==> config.mk <==
export PLATFORM = sky130hd
export DESIGN_NAME = prime_sieve_table
export DESIGN_NICKNAME = d
export VERILOG_FILES = /design/src/hdl/pst_pkg.sv /design/src/hdl/pst_ram.sv /design/src/hdl/pst_seq.sv /design/src/hdl/prime_sieve_table.sv
export SDC_FILE = /design/constraint.sdc
export NUM_CORES = 2
export LEC_CHECK = 0
export BUFFER_PORTS_ARGS = -buffer_cell sky130_fd_sc_hd__clkbuf_2
export CAP_MARGIN = 15
export CORE_ASPECT_RATIO = 0.75
export CORE_MARGIN = 2
export CORE_UTILIZATION = 47
export DETAILED_ROUTE_END_ITERATION = 10
export SYNTH_ARGS = -nofsm -noshare
export SYNTH_HDL_FRONTEND = slang
export SYNTH_SLANG_ARGS = --single-unit
==> constraint.sdc <==
create_clock -name clk -period 24.3 [get_ports clk]
set_input_delay 1.215 -clock clk [delete_from_list [all_inputs] [get_ports clk]]
set_output_delay 1.215 -clock clk [all_outputs]
set_load 0.05 [all_outputs]
==> src/hdl/pst_pkg.sv <==
// ----------------------------------------------------------------------------
// pst_pkg
// Shared types, constants and the control store of the prime sieve table.
// ----------------------------------------------------------------------------
package pst_pkg;

    localparam int unsigned MAX_N_DEF = 1024;
    localparam int unsigned LIM_W     = 11;
    localparam int unsigned VAL_W     = 12;   // counters: top + base stays below 4096
    localparam logic [LIM_W-1:0] LIMIT_RST = 11'd100;

    localparam logic ACT_SIEVE = 1'b0;
    localparam logic ACT_QUERY = 1'b1;

    // datapath operations
    localparam logic [3:0] OP_NOP       = 4'd0;
    localparam logic [3:0] OP_ACCEPT    = 4'd1;
    localparam logic [3:0] OP_SETUP     = 4'd2;
    localparam logic [3:0] OP_FILL      = 4'd3;
    localparam logic [3:0] OP_B_INIT    = 4'd4;
    localparam logic [3:0] OP_READ_B    = 4'd5;
    localparam logic [3:0] OP_M_INIT    = 4'd6;
    localparam logic [3:0] OP_MARK      = 4'd7;
    localparam logic [3:0] OP_B_INC     = 4'd8;
    localparam logic [3:0] OP_RES_SIEVE = 4'd9;
    localparam logic [3:0] OP_READ_NUM  = 4'd10;
    localparam logic [3:0] OP_RES_QUERY = 4'd11;

    // jump conditions
    localparam logic [3:0] C_NEVER     = 4'd0;
    localparam logic [3:0] C_ALWAYS    = 4'd1;
    localparam logic [3:0] C_NO_FIRE   = 4'd2;
    localparam logic [3:0] C_QUERY     = 4'd3;
    localparam logic [3:0] C_K_LT_TOP  = 4'd4;
    localparam logic [3:0] C_SQ_GT_TOP = 4'd5;
    localparam logic [3:0] C_FLAG_ZERO = 4'd6;
    localparam logic [3:0] C_M_LE_TOP  = 4'd7;
    localparam logic [3:0] C_OUT_FREE  = 4'd8;

    // step addresses
    localparam logic [3:0] UA_IDLE  = 4'd0;
    localparam logic [3:0] UA_DISP  = 4'd1;
    localparam logic [3:0] UA_SETUP = 4'd2;
    localparam logic [3:0] UA_FILL  = 4'd3;
    localparam logic [3:0] UA_BINIT = 4'd4;
    localparam logic [3:0] UA_BTEST = 4'd5;
    localparam logic [3:0] UA_BCHK  = 4'd6;
    localparam logic [3:0] UA_MARK  = 4'd7;
    localparam logic [3:0] UA_BNEXT = 4'd8;
    localparam logic [3:0] UA_DONE  = 4'd9;
    localparam logic [3:0] UA_QRD   = 4'd10;
    localparam logic [3:0] UA_QRES  = 4'd11;

    typedef struct packed {
        logic [3:0] op;
        logic [3:0] cond;
        logic       hold;     // stay on this step while cond is false
        logic [3:0] target;
    } ucode_t;

    typedef struct packed {
        logic fire;
        logic query;
        logic k_lt_top;
        logic sq_gt_top;
        logic flag_zero;
        logic m_le_top;
        logic out_free;
    } seq_status_t;

    function automatic ucode_t ucode_rom(input logic [3:0] addr);
        ucode_t w;
        w = '{op: OP_NOP, cond: C_ALWAYS, hold: 1'b0, target: UA_IDLE};
        case (addr)
            UA_IDLE:  w = '{op: OP_ACCEPT,    cond: C_NO_FIRE,   hold: 1'b0, target: UA_IDLE};
            UA_DISP:  w = '{op: OP_NOP,       cond: C_QUERY,     hold: 1'b0, target: UA_QRD};
            UA_SETUP: w = '{op: OP_SETUP,     cond: C_NEVER,     hold: 1'b0, target: UA_IDLE};
            UA_FILL:  w = '{op: OP_FILL,      cond: C_K_LT_TOP,  hold: 1'b0, target: UA_FILL};
            UA_BINIT: w = '{op: OP_B_INIT,    cond: C_NEVER,     hold: 1'b0, target: UA_IDLE};
            UA_BTEST: w = '{op: OP_READ_B,    cond: C_SQ_GT_TOP, hold: 1'b0, target: UA_DONE};
            UA_BCHK:  w = '{op: OP_M_INIT,    cond: C_FLAG_ZERO, hold: 1'b0, target: UA_BNEXT};
            UA_MARK:  w = '{op: OP_MARK,      cond: C_M_LE_TOP,  hold: 1'b0, target: UA_MARK};
            UA_BNEXT: w = '{op: OP_B_INC,     cond: C_ALWAYS,    hold: 1'b0, target: UA_BTEST};
            UA_DONE:  w = '{op: OP_RES_SIEVE, cond: C_OUT_FREE,  hold: 1'b1, target: UA_IDLE};
            UA_QRD:   w = '{op: OP_READ_NUM,  cond: C_NEVER,     hold: 1'b0, target: UA_IDLE};
            UA_QRES:  w = '{op: OP_RES_QUERY, cond: C_OUT_FREE,  hold: 1'b1, target: UA_IDLE};
            default:  w = '{op: OP_NOP,       cond: C_ALWAYS,    hold: 1'b0, target: UA_IDLE};
        endcase
        return w;
    endfunction

endpackage

==> src/hdl/pst_ram.sv <==
// ----------------------------------------------------------------------------
// pst_ram
// Generic single-write, single-read RAM with registered, enabled read.
// ----------------------------------------------------------------------------
module pst_ram #(
    parameter int unsigned WIDTH = 1,
    parameter int unsigned DEPTH = 1025
) (
    input  logic                     clk,
    input  logic                     wr_en,
    input  logic [$clog2(DEPTH)-1:0] wr_addr,
    input  logic [WIDTH-1:0]         wr_data,
    input  logic                     rd_en,
    input  logic [$clog2(DEPTH)-1:0] rd_addr,
    output logic [WIDTH-1:0]         rd_data
);

    logic [WIDTH-1:0] mem [DEPTH];
    logic [WIDTH-1:0] rd_data_reg;

    always_ff @(posedge clk)
    begin
        if (wr_en)
        begin
            mem[wr_addr] <= wr_data;
        end
        if (rd_en)
        begin
            rd_data_reg <= mem[rd_addr];
        end
    end

    assign rd_data = rd_data_reg;

endmodule

==> src/hdl/pst_seq.sv <==
// ----------------------------------------------------------------------------
// pst_seq
// Step counter and control store; selects the next step from status flags.
// ----------------------------------------------------------------------------
module pst_seq
    import pst_pkg::*;
(
    input  logic        clk,
    input  logic        rst_n,
    input  seq_status_t status,
    output ucode_t      word
);

    logic [3:0] upc_reg;
    logic [3:0] upc_next;
    logic       cond_true;

    assign word = ucode_rom(upc_reg);

    always_comb
    begin
        case (word.cond)
            C_NEVER:     cond_true = 1'b0;
            C_ALWAYS:    cond_true = 1'b1;
            C_NO_FIRE:   cond_true = !status.fire;
            C_QUERY:     cond_true = status.query;
            C_K_LT_TOP:  cond_true = status.k_lt_top;
            C_SQ_GT_TOP: cond_true = status.sq_gt_top;
            C_FLAG_ZERO: cond_true = status.flag_zero;
            C_M_LE_TOP:  cond_true = status.m_le_top;
            C_OUT_FREE:  cond_true = status.out_free;
            default:     cond_true = 1'b1;
        endcase
    end

    always_comb
    begin
        if (cond_true)
        begin
            upc_next = word.target;
        end
        else if (word.hold)
        begin
            upc_next = upc_reg;
        end
        else
        begin
            upc_next = upc_reg + 4'd1;
        end
    end

    always_ff @(posedge clk or negedge rst_n)
    begin
        if (!rst_n)
        begin
            upc_reg <= UA_IDLE;
        end
        else
        begin
            upc_reg <= upc_next;
        end
    end

endmodule

==> src/hdl/prime_sieve_table.sv <==
// ----------------------------------------------------------------------------
// prime_sieve_table
// Sieve of Eratosthenes over 2..limit with a one-bit flag per number.
// ----------------------------------------------------------------------------
// Input items: tuser = action (0 sieve, 1 query), tdata = number.
// Every item gives one result item: tdata bit 0 is_prime, bit 1 in_range.
// limit is written through cfg_wr_en / cfg_wr_data; the user must do so only
// while the block is idle (not enforced by the block); it saturates at MAX_N.
// A query passes from acceptance through the dispatch step, the flag RAM read
// and the result step to a valid result; input is accepted only on the idle
// step, so no new item is taken before the last has left its result step.
// A sieve writes one flag per step in the fill and marking loops of the
// sequencer, with three steps per base and one more for each prime base.
// The result sits in an output register; the next item is accepted while it
// waits. A stalled receiver holds the sequencer on its result step.
// Reset sets limit to 100 and marks no number prime; the flag RAM is not
// cleared, a sieved-range register masks entries that were never written.
// ----------------------------------------------------------------------------
module prime_sieve_table
    import pst_pkg::*;
#(
    parameter int unsigned MAX_N = MAX_N_DEF
) (
    input  logic        clk,
    input  logic        rst_n,
    input  logic        cfg_wr_en,
    input  logic [10:0] cfg_wr_data,    // limit
    input  logic        s_axis_tvalid,
    output logic        s_axis_tready,
    input  logic [15:0] s_axis_tdata,   // [10:0] number, rest zero
    input  logic        s_axis_tuser,   // action
    output logic        m_axis_tvalid,
    input  logic        m_axis_tready,
    output logic [7:0]  m_axis_tdata    // [0] is_prime, [1] in_range, rest zero
);

    localparam int unsigned DEPTH = MAX_N + 1;
    localparam int unsigned AW    = $clog2(DEPTH);

    ucode_t      word;
    seq_status_t status;

    logic [LIM_W-1:0] limit_reg;
    logic [LIM_W-1:0] eff_limit;
    logic             act_reg;
    logic [LIM_W-1:0] num_reg;
    logic [VAL_W-1:0] top_reg;
    logic [VAL_W-1:0] k_reg;
    logic [VAL_W-1:0] b_reg;
    logic [VAL_W-1:0] m_reg;
    logic [2*VAL_W-1:0] b_sq;

    logic             out_valid_reg;
    logic             is_prime_reg;
    logic             in_range_reg;

    logic             fire;
    logic             out_free;
    logic             m_le_top;
    logic             q_in_range;
    logic             q_is_prime;
    logic             res_load;

    logic             ram_we;
    logic [AW-1:0]    ram_wr_addr;
    logic             ram_wr_data;
    logic             ram_rd_en;
    logic [AW-1:0]    ram_rd_addr;
    logic             ram_rd_data;

    pst_seq u_seq (
        .clk    (clk),
        .rst_n  (rst_n),
        .status (status),
        .word   (word)
    );

    pst_ram #(
        .WIDTH (1),
        .DEPTH (DEPTH)
    ) u_flags (
        .clk     (clk),
        .wr_en   (ram_we),
        .wr_addr (ram_wr_addr),
        .wr_data (ram_wr_data),
        .rd_en   (ram_rd_en),
        .rd_addr (ram_rd_addr),
        .rd_data (ram_rd_data)
    );

    assign eff_limit = (32'(limit_reg) > 32'(MAX_N)) ? LIM_W'(MAX_N) : limit_reg;

    assign s_axis_tready = (word.op == OP_ACCEPT);
    assign fire          = s_axis_tvalid && s_axis_tready;
    assign out_free      = !out_valid_reg || m_axis_tready;
    assign b_sq          = b_reg * b_reg;
    assign m_le_top      = (m_reg <= top_reg);

    assign status.fire      = fire;
    assign status.query     = (act_reg == ACT_QUERY);
    assign status.k_lt_top  = (k_reg < top_reg);
    assign status.sq_gt_top = (b_sq > {{VAL_W{1'b0}}, top_reg});
    assign status.flag_zero = !ram_rd_data;
    assign status.m_le_top  = m_le_top;
    assign status.out_free  = out_free;

    assign ram_we      = (word.op == OP_FILL) || ((word.op == OP_MARK) && m_le_top);
    assign ram_wr_addr = (word.op == OP_FILL) ? AW'(k_reg) : AW'(m_reg);
    assign ram_wr_data = (word.op == OP_FILL);
    assign ram_rd_en   = (word.op == OP_READ_B) || (word.op == OP_READ_NUM);
    assign ram_rd_addr = (word.op == OP_READ_NUM) ? AW'(num_reg) : AW'(b_reg);

    // entries above the last sieved top hold no result of that sieve
    assign q_in_range = (num_reg >= LIM_W'(2)) && (num_reg <= eff_limit);
    assign q_is_prime = q_in_range && ({1'b0, num_reg} <= top_reg) && ram_rd_data;

    assign res_load = out_free
                      && ((word.op == OP_RES_SIEVE) || (word.op == OP_RES_QUERY));

    always_ff @(posedge clk or negedge rst_n)
    begin
        if (!rst_n)
        begin
            limit_reg     <= LIMIT_RST;
            top_reg       <= '0;
            out_valid_reg <= 1'b0;
        end
        else
        begin
            if (cfg_wr_en)
            begin
                limit_reg <= cfg_wr_data;
            end
            if (word.op == OP_SETUP)
            begin
                top_reg <= VAL_W'(eff_limit);
            end
            if (res_load)
            begin
                out_valid_reg <= 1'b1;
            end
            else if (m_axis_tready)
            begin
                out_valid_reg <= 1'b0;
            end
        end
    end

    always_ff @(posedge clk)
    begin
        if (fire)
        begin
            act_reg <= s_axis_tuser;
            num_reg <= s_axis_tdata[LIM_W-1:0];
        end
        case (word.op)
            OP_SETUP:  k_reg <= VAL_W'(2);
            OP_FILL:   k_reg <= k_reg + VAL_W'(1);
            OP_B_INIT: b_reg <= VAL_W'(2);
            OP_B_INC:  b_reg <= b_reg + VAL_W'(1);
            OP_M_INIT: m_reg <= b_reg + b_reg;
            OP_MARK:   m_reg <= m_reg + b_reg;
            default:   ;
        endcase
        if (res_load)
        begin
            is_prime_reg <= (word.op == OP_RES_QUERY) && q_is_prime;
            in_range_reg <= (word.op == OP_RES_SIEVE) || q_in_range;
        end
    end

    assign m_axis_tvalid = out_valid_reg;
    assign m_axis_tdata  = {6'd0, in_range_reg, is_prime_reg};

    a_prime_in_range: assert property (@(posedge clk) disable iff (!rst_n)
        m_axis_tvalid && m_axis_tdata[0] |-> m_axis_tdata[1])
        else $error("is_prime set without in_range");

    a_mark_above_base: assert property (@(posedge clk) disable iff (!rst_n)
        (word.op == OP_MARK) |-> (m_reg >= (b_reg + b_reg)))
        else $error("marking below twice the base");

    a_no_write_when_idle: assert property (@(posedge clk) disable iff (!rst_n)
        s_axis_tready |-> !ram_we)
        else $error("flag write while accepting items");

    a_fill_from_two: assert property (@(posedge clk) disable iff (!rst_n)
        (word.op == OP_FILL) |-> (k_reg >= VAL_W'(2)))
        else $error("fill below two");

endmodule

==> key figures <==
Global routing
  – Largest net degree at the start of global routing: around 220
  – GRT Total Usage: 0.2893
  – First-pass GRT wire length: roughly 260 mm
  – Global route total overflow: 0
  – Vias in the first global route: 38.13k
  – Initial antenna violation count: 5

Drt
  – Residual DRC count: 0
  – Final ANT Viol Nets: 0
  – DR vias/cell: 6.073
  – 1st-pass router iterations: 7
  – DRT Wirelength: 177.7 mm
  – Wire per inst: 25.97 um
  – Via count: between 40k and 50k
  – Iteration-0 DRC Markers: roughly 5.6k

Synthesis
  – Yosys top cell area share: 0.5787
  – Async set-reset flop share out of synthesis: 0.02448
  – Sequential fraction of the synthesis area: 0.5908
  – Synth unique cells: 90
  – Mean area per synthesized cell: 10.42 sq um
  – Yosys reg bits: 1,103
  – Synth Instances: 5,360
  – Cell taking the most area after synthesis: edfxtp_1
  – Post-synth EDFFs: 1,076
  – Most common cell in the netlist: nor2_1
  – Mapped Area: 55,840 sq um
  – Synth Flop Type: edfxtp_1
  – Top cells by count, synth: nor2_1, edfxtp_1, nand2_1, nand3_1, clkbuf_1
  – Yosys warnings: 0
  – Largest cells by area after synthesis: edfxtp_1, nor2_1, nand2_1

Min path
  – Worst hold path class: register to register

Timing
  – Final Hold Vio Count: 0
  – Setup tns final: 0 ns
  – Slew headroom: 0.1635
  – Setup-failing EPs final: 0
  – Worst slew pin tran: ~1.2 ns
  – RSZ-0062 raised after global routing: false
  – Final Max Tran Viols: 0
  – Crit path time final: ~8.1 ns
  – Final worst clock skew: 0.05074 ns
  – Tcrit/Tclk final: 0.3332
  – Max Freq: 123.5 MHz

Floorplan
  – DIE AREA: ~120,000 sq um
  – Die X: between 400 and 500 um
  – IO Pins: 43
  – Die Ht: 302.5 um
  – Core Box Area: 117,800 sq um
  – Initial core utilization: 0.4739
  – Row cnt: 109

Clocking
  – Gates resized, CTS repair: 0
  – Maximum root-to-sink buffer count: 3
  – Clock slew at reported path FFs: roughly 0.07 ns
  – TritonCTS buffer count: between 100 and 150
  – H-tree levels: 3
  – CTS tree: done
  – Post-CTS setup buffers: 0
  – Num Clock Sinks: 1,103
  – Worst-Skew Late Latency: around 0.76 ns
  – Root buf cell: clkbuf_16
  – Cts hold-fix bufs: 0

Final layout
  – Multi-input logic area: 20,490 sq um
  – Max FFs per register: 1,025
  – Register Area: about 33,000 sq um
  – Largest reg by FF count: u_flags.mem
  – # fillers: 10.73k
  – Final nets: 5,450
  – Fraction of layout cells with a size suffix above 1: 0.07697
  – Area growth, synth to finish: 9.060%

Setup path
  – Critical path class: register to register
  – Worst EP arrival: 8.74 ns
  – Critical Path RT: 24.95 ns
  – CP Max Fanout: 11
  – CP endpoint kind: register
  – Worst setup SP type: register

Flow run
  – Max_cap viols: 0

Placed design
  – GP Congestion: 0.8512
  – Post-DP HPWL: ~97 mm
  – Port Buffers: 31

Run status
  – Outcome: complete, no violations
final cells by class:
cell class	instances	share of cell area
clock buffers	135	0.04765
multi-input cells	3658	0.3365
diodes	1	0.00004109
well taps	1554	0.03193
clock inverters	68	0.008671
flip-flops and latches	1103	0.5418
repair buffers	147	0.02240
inverters	177	0.01103
logic make-up after synthesis:
kind of cell               share of synthesized area
buffers and inverters                        0.04692
adders and majority gates                    0.06095
DFF                                           0.5908
other                                     0.00006716
and+or+nand+nor                               0.2072
AOI/OAI and AO/OA                            0.06196
xor gates and xnor gates                    0.008157
muxes                                        0.02393
cell usage in the layout (no fill, tap or decap), types with 68 or more instances in the layout:
master,count
nand3_1,329
ha_1,136
inv_1,173
edfxtp_1,1076
buf_4,95
nand2_1,995
mux2i_1,103
clkbuf_16,110
nand4_1,68
fa_1,85
nor2_1,1120
a21oi_1,101
critical path, cell delays in order (launching register included):
cell       delay [ns]
edfxtp_1         0.75
clkinv_1         0.64
nor2_1           0.39
inv_1            0.09
fa_1             0.51
inv_1            0.06
fa_1             0.47
fa_1             0.50
inv_1            0.06
fa_1             0.54
inv_1            0.04
ha_1             0.33
o21a_1           0.21
a21oi_1          0.21
xnor2_1          0.19
ha_1             0.29
a21oi_1          0.18
nand3b_1         0.09
o21ai_0          0.75
o2111ai_1        0.29
nor4_1           0.34
nand4_1          0.14
nor4_1           0.26
buf_4            0.22
a21o_1           0.25
mux2i_1          0.20
final timing paths:
check	start	to	slack (ns)	cells past startpoint
worst max-delay path	b_reg[8]$_SDFFCE_PN0P_	u_seq.upc_reg[1]$_DFFE_PN0P_	16.20	25
worst min-delay path	top_reg[2]$_DFFE_PN0N_	top_reg[2]$_DFFE_PN0N_	0.48	2
worst max register to register	b_reg[8]$_SDFFCE_PN0P_	u_seq.upc_reg[1]$_DFFE_PN0P_	16.20	25
worst min register to register	top_reg[2]$_DFFE_PN0N_	top_reg[2]$_DFFE_PN0N_	0.48	2
max in group asynchronous	rst_n	u_seq.upc_reg[3]$_DFFE_PN0P_	23.29	1
min in group asynchronous	rst_n	top_reg[9]$_DFFE_PN0N_	0.51	1
layer usage:
metal / vias to the layer above / wire length, um / track usage
met5: - / 65 / 0
met4: 6 / 4870 / 0.07322
met3: 308 / 20650 / 0.06188
met2: 2154 / 75880 / 0.4264
met1: 20870 / 76220 / 0.4358
li1: 18220 / - / -
per-stage QoR:
step / cells / util / setup WS, ns / area [sq um] / hold slack, ns
3_5_place_dp: 6621 / 0.4841 / 16.52 / 57040 / 0.4720
5_1_grt: 6842 / 0.5168 / 15.81 / 60890 / 0.5126
6_report: 6843 / 0.5168 / 16.20 / 60890 / 0.4826
2_1_floorplan: 5365 / - / 3.142 / 55850 / 0.4498
4_1_cts: 6824 / 0.5132 / 16.43 / 60470 / 0.4870
3_3_place_gp: 6621 / 0.4841 / 16.45 / 57040 / 0.4624
Power is left out: the tool's default activity adds up to more than one toggle a clock period on the data nets, which glitch-free logic cannot reach.
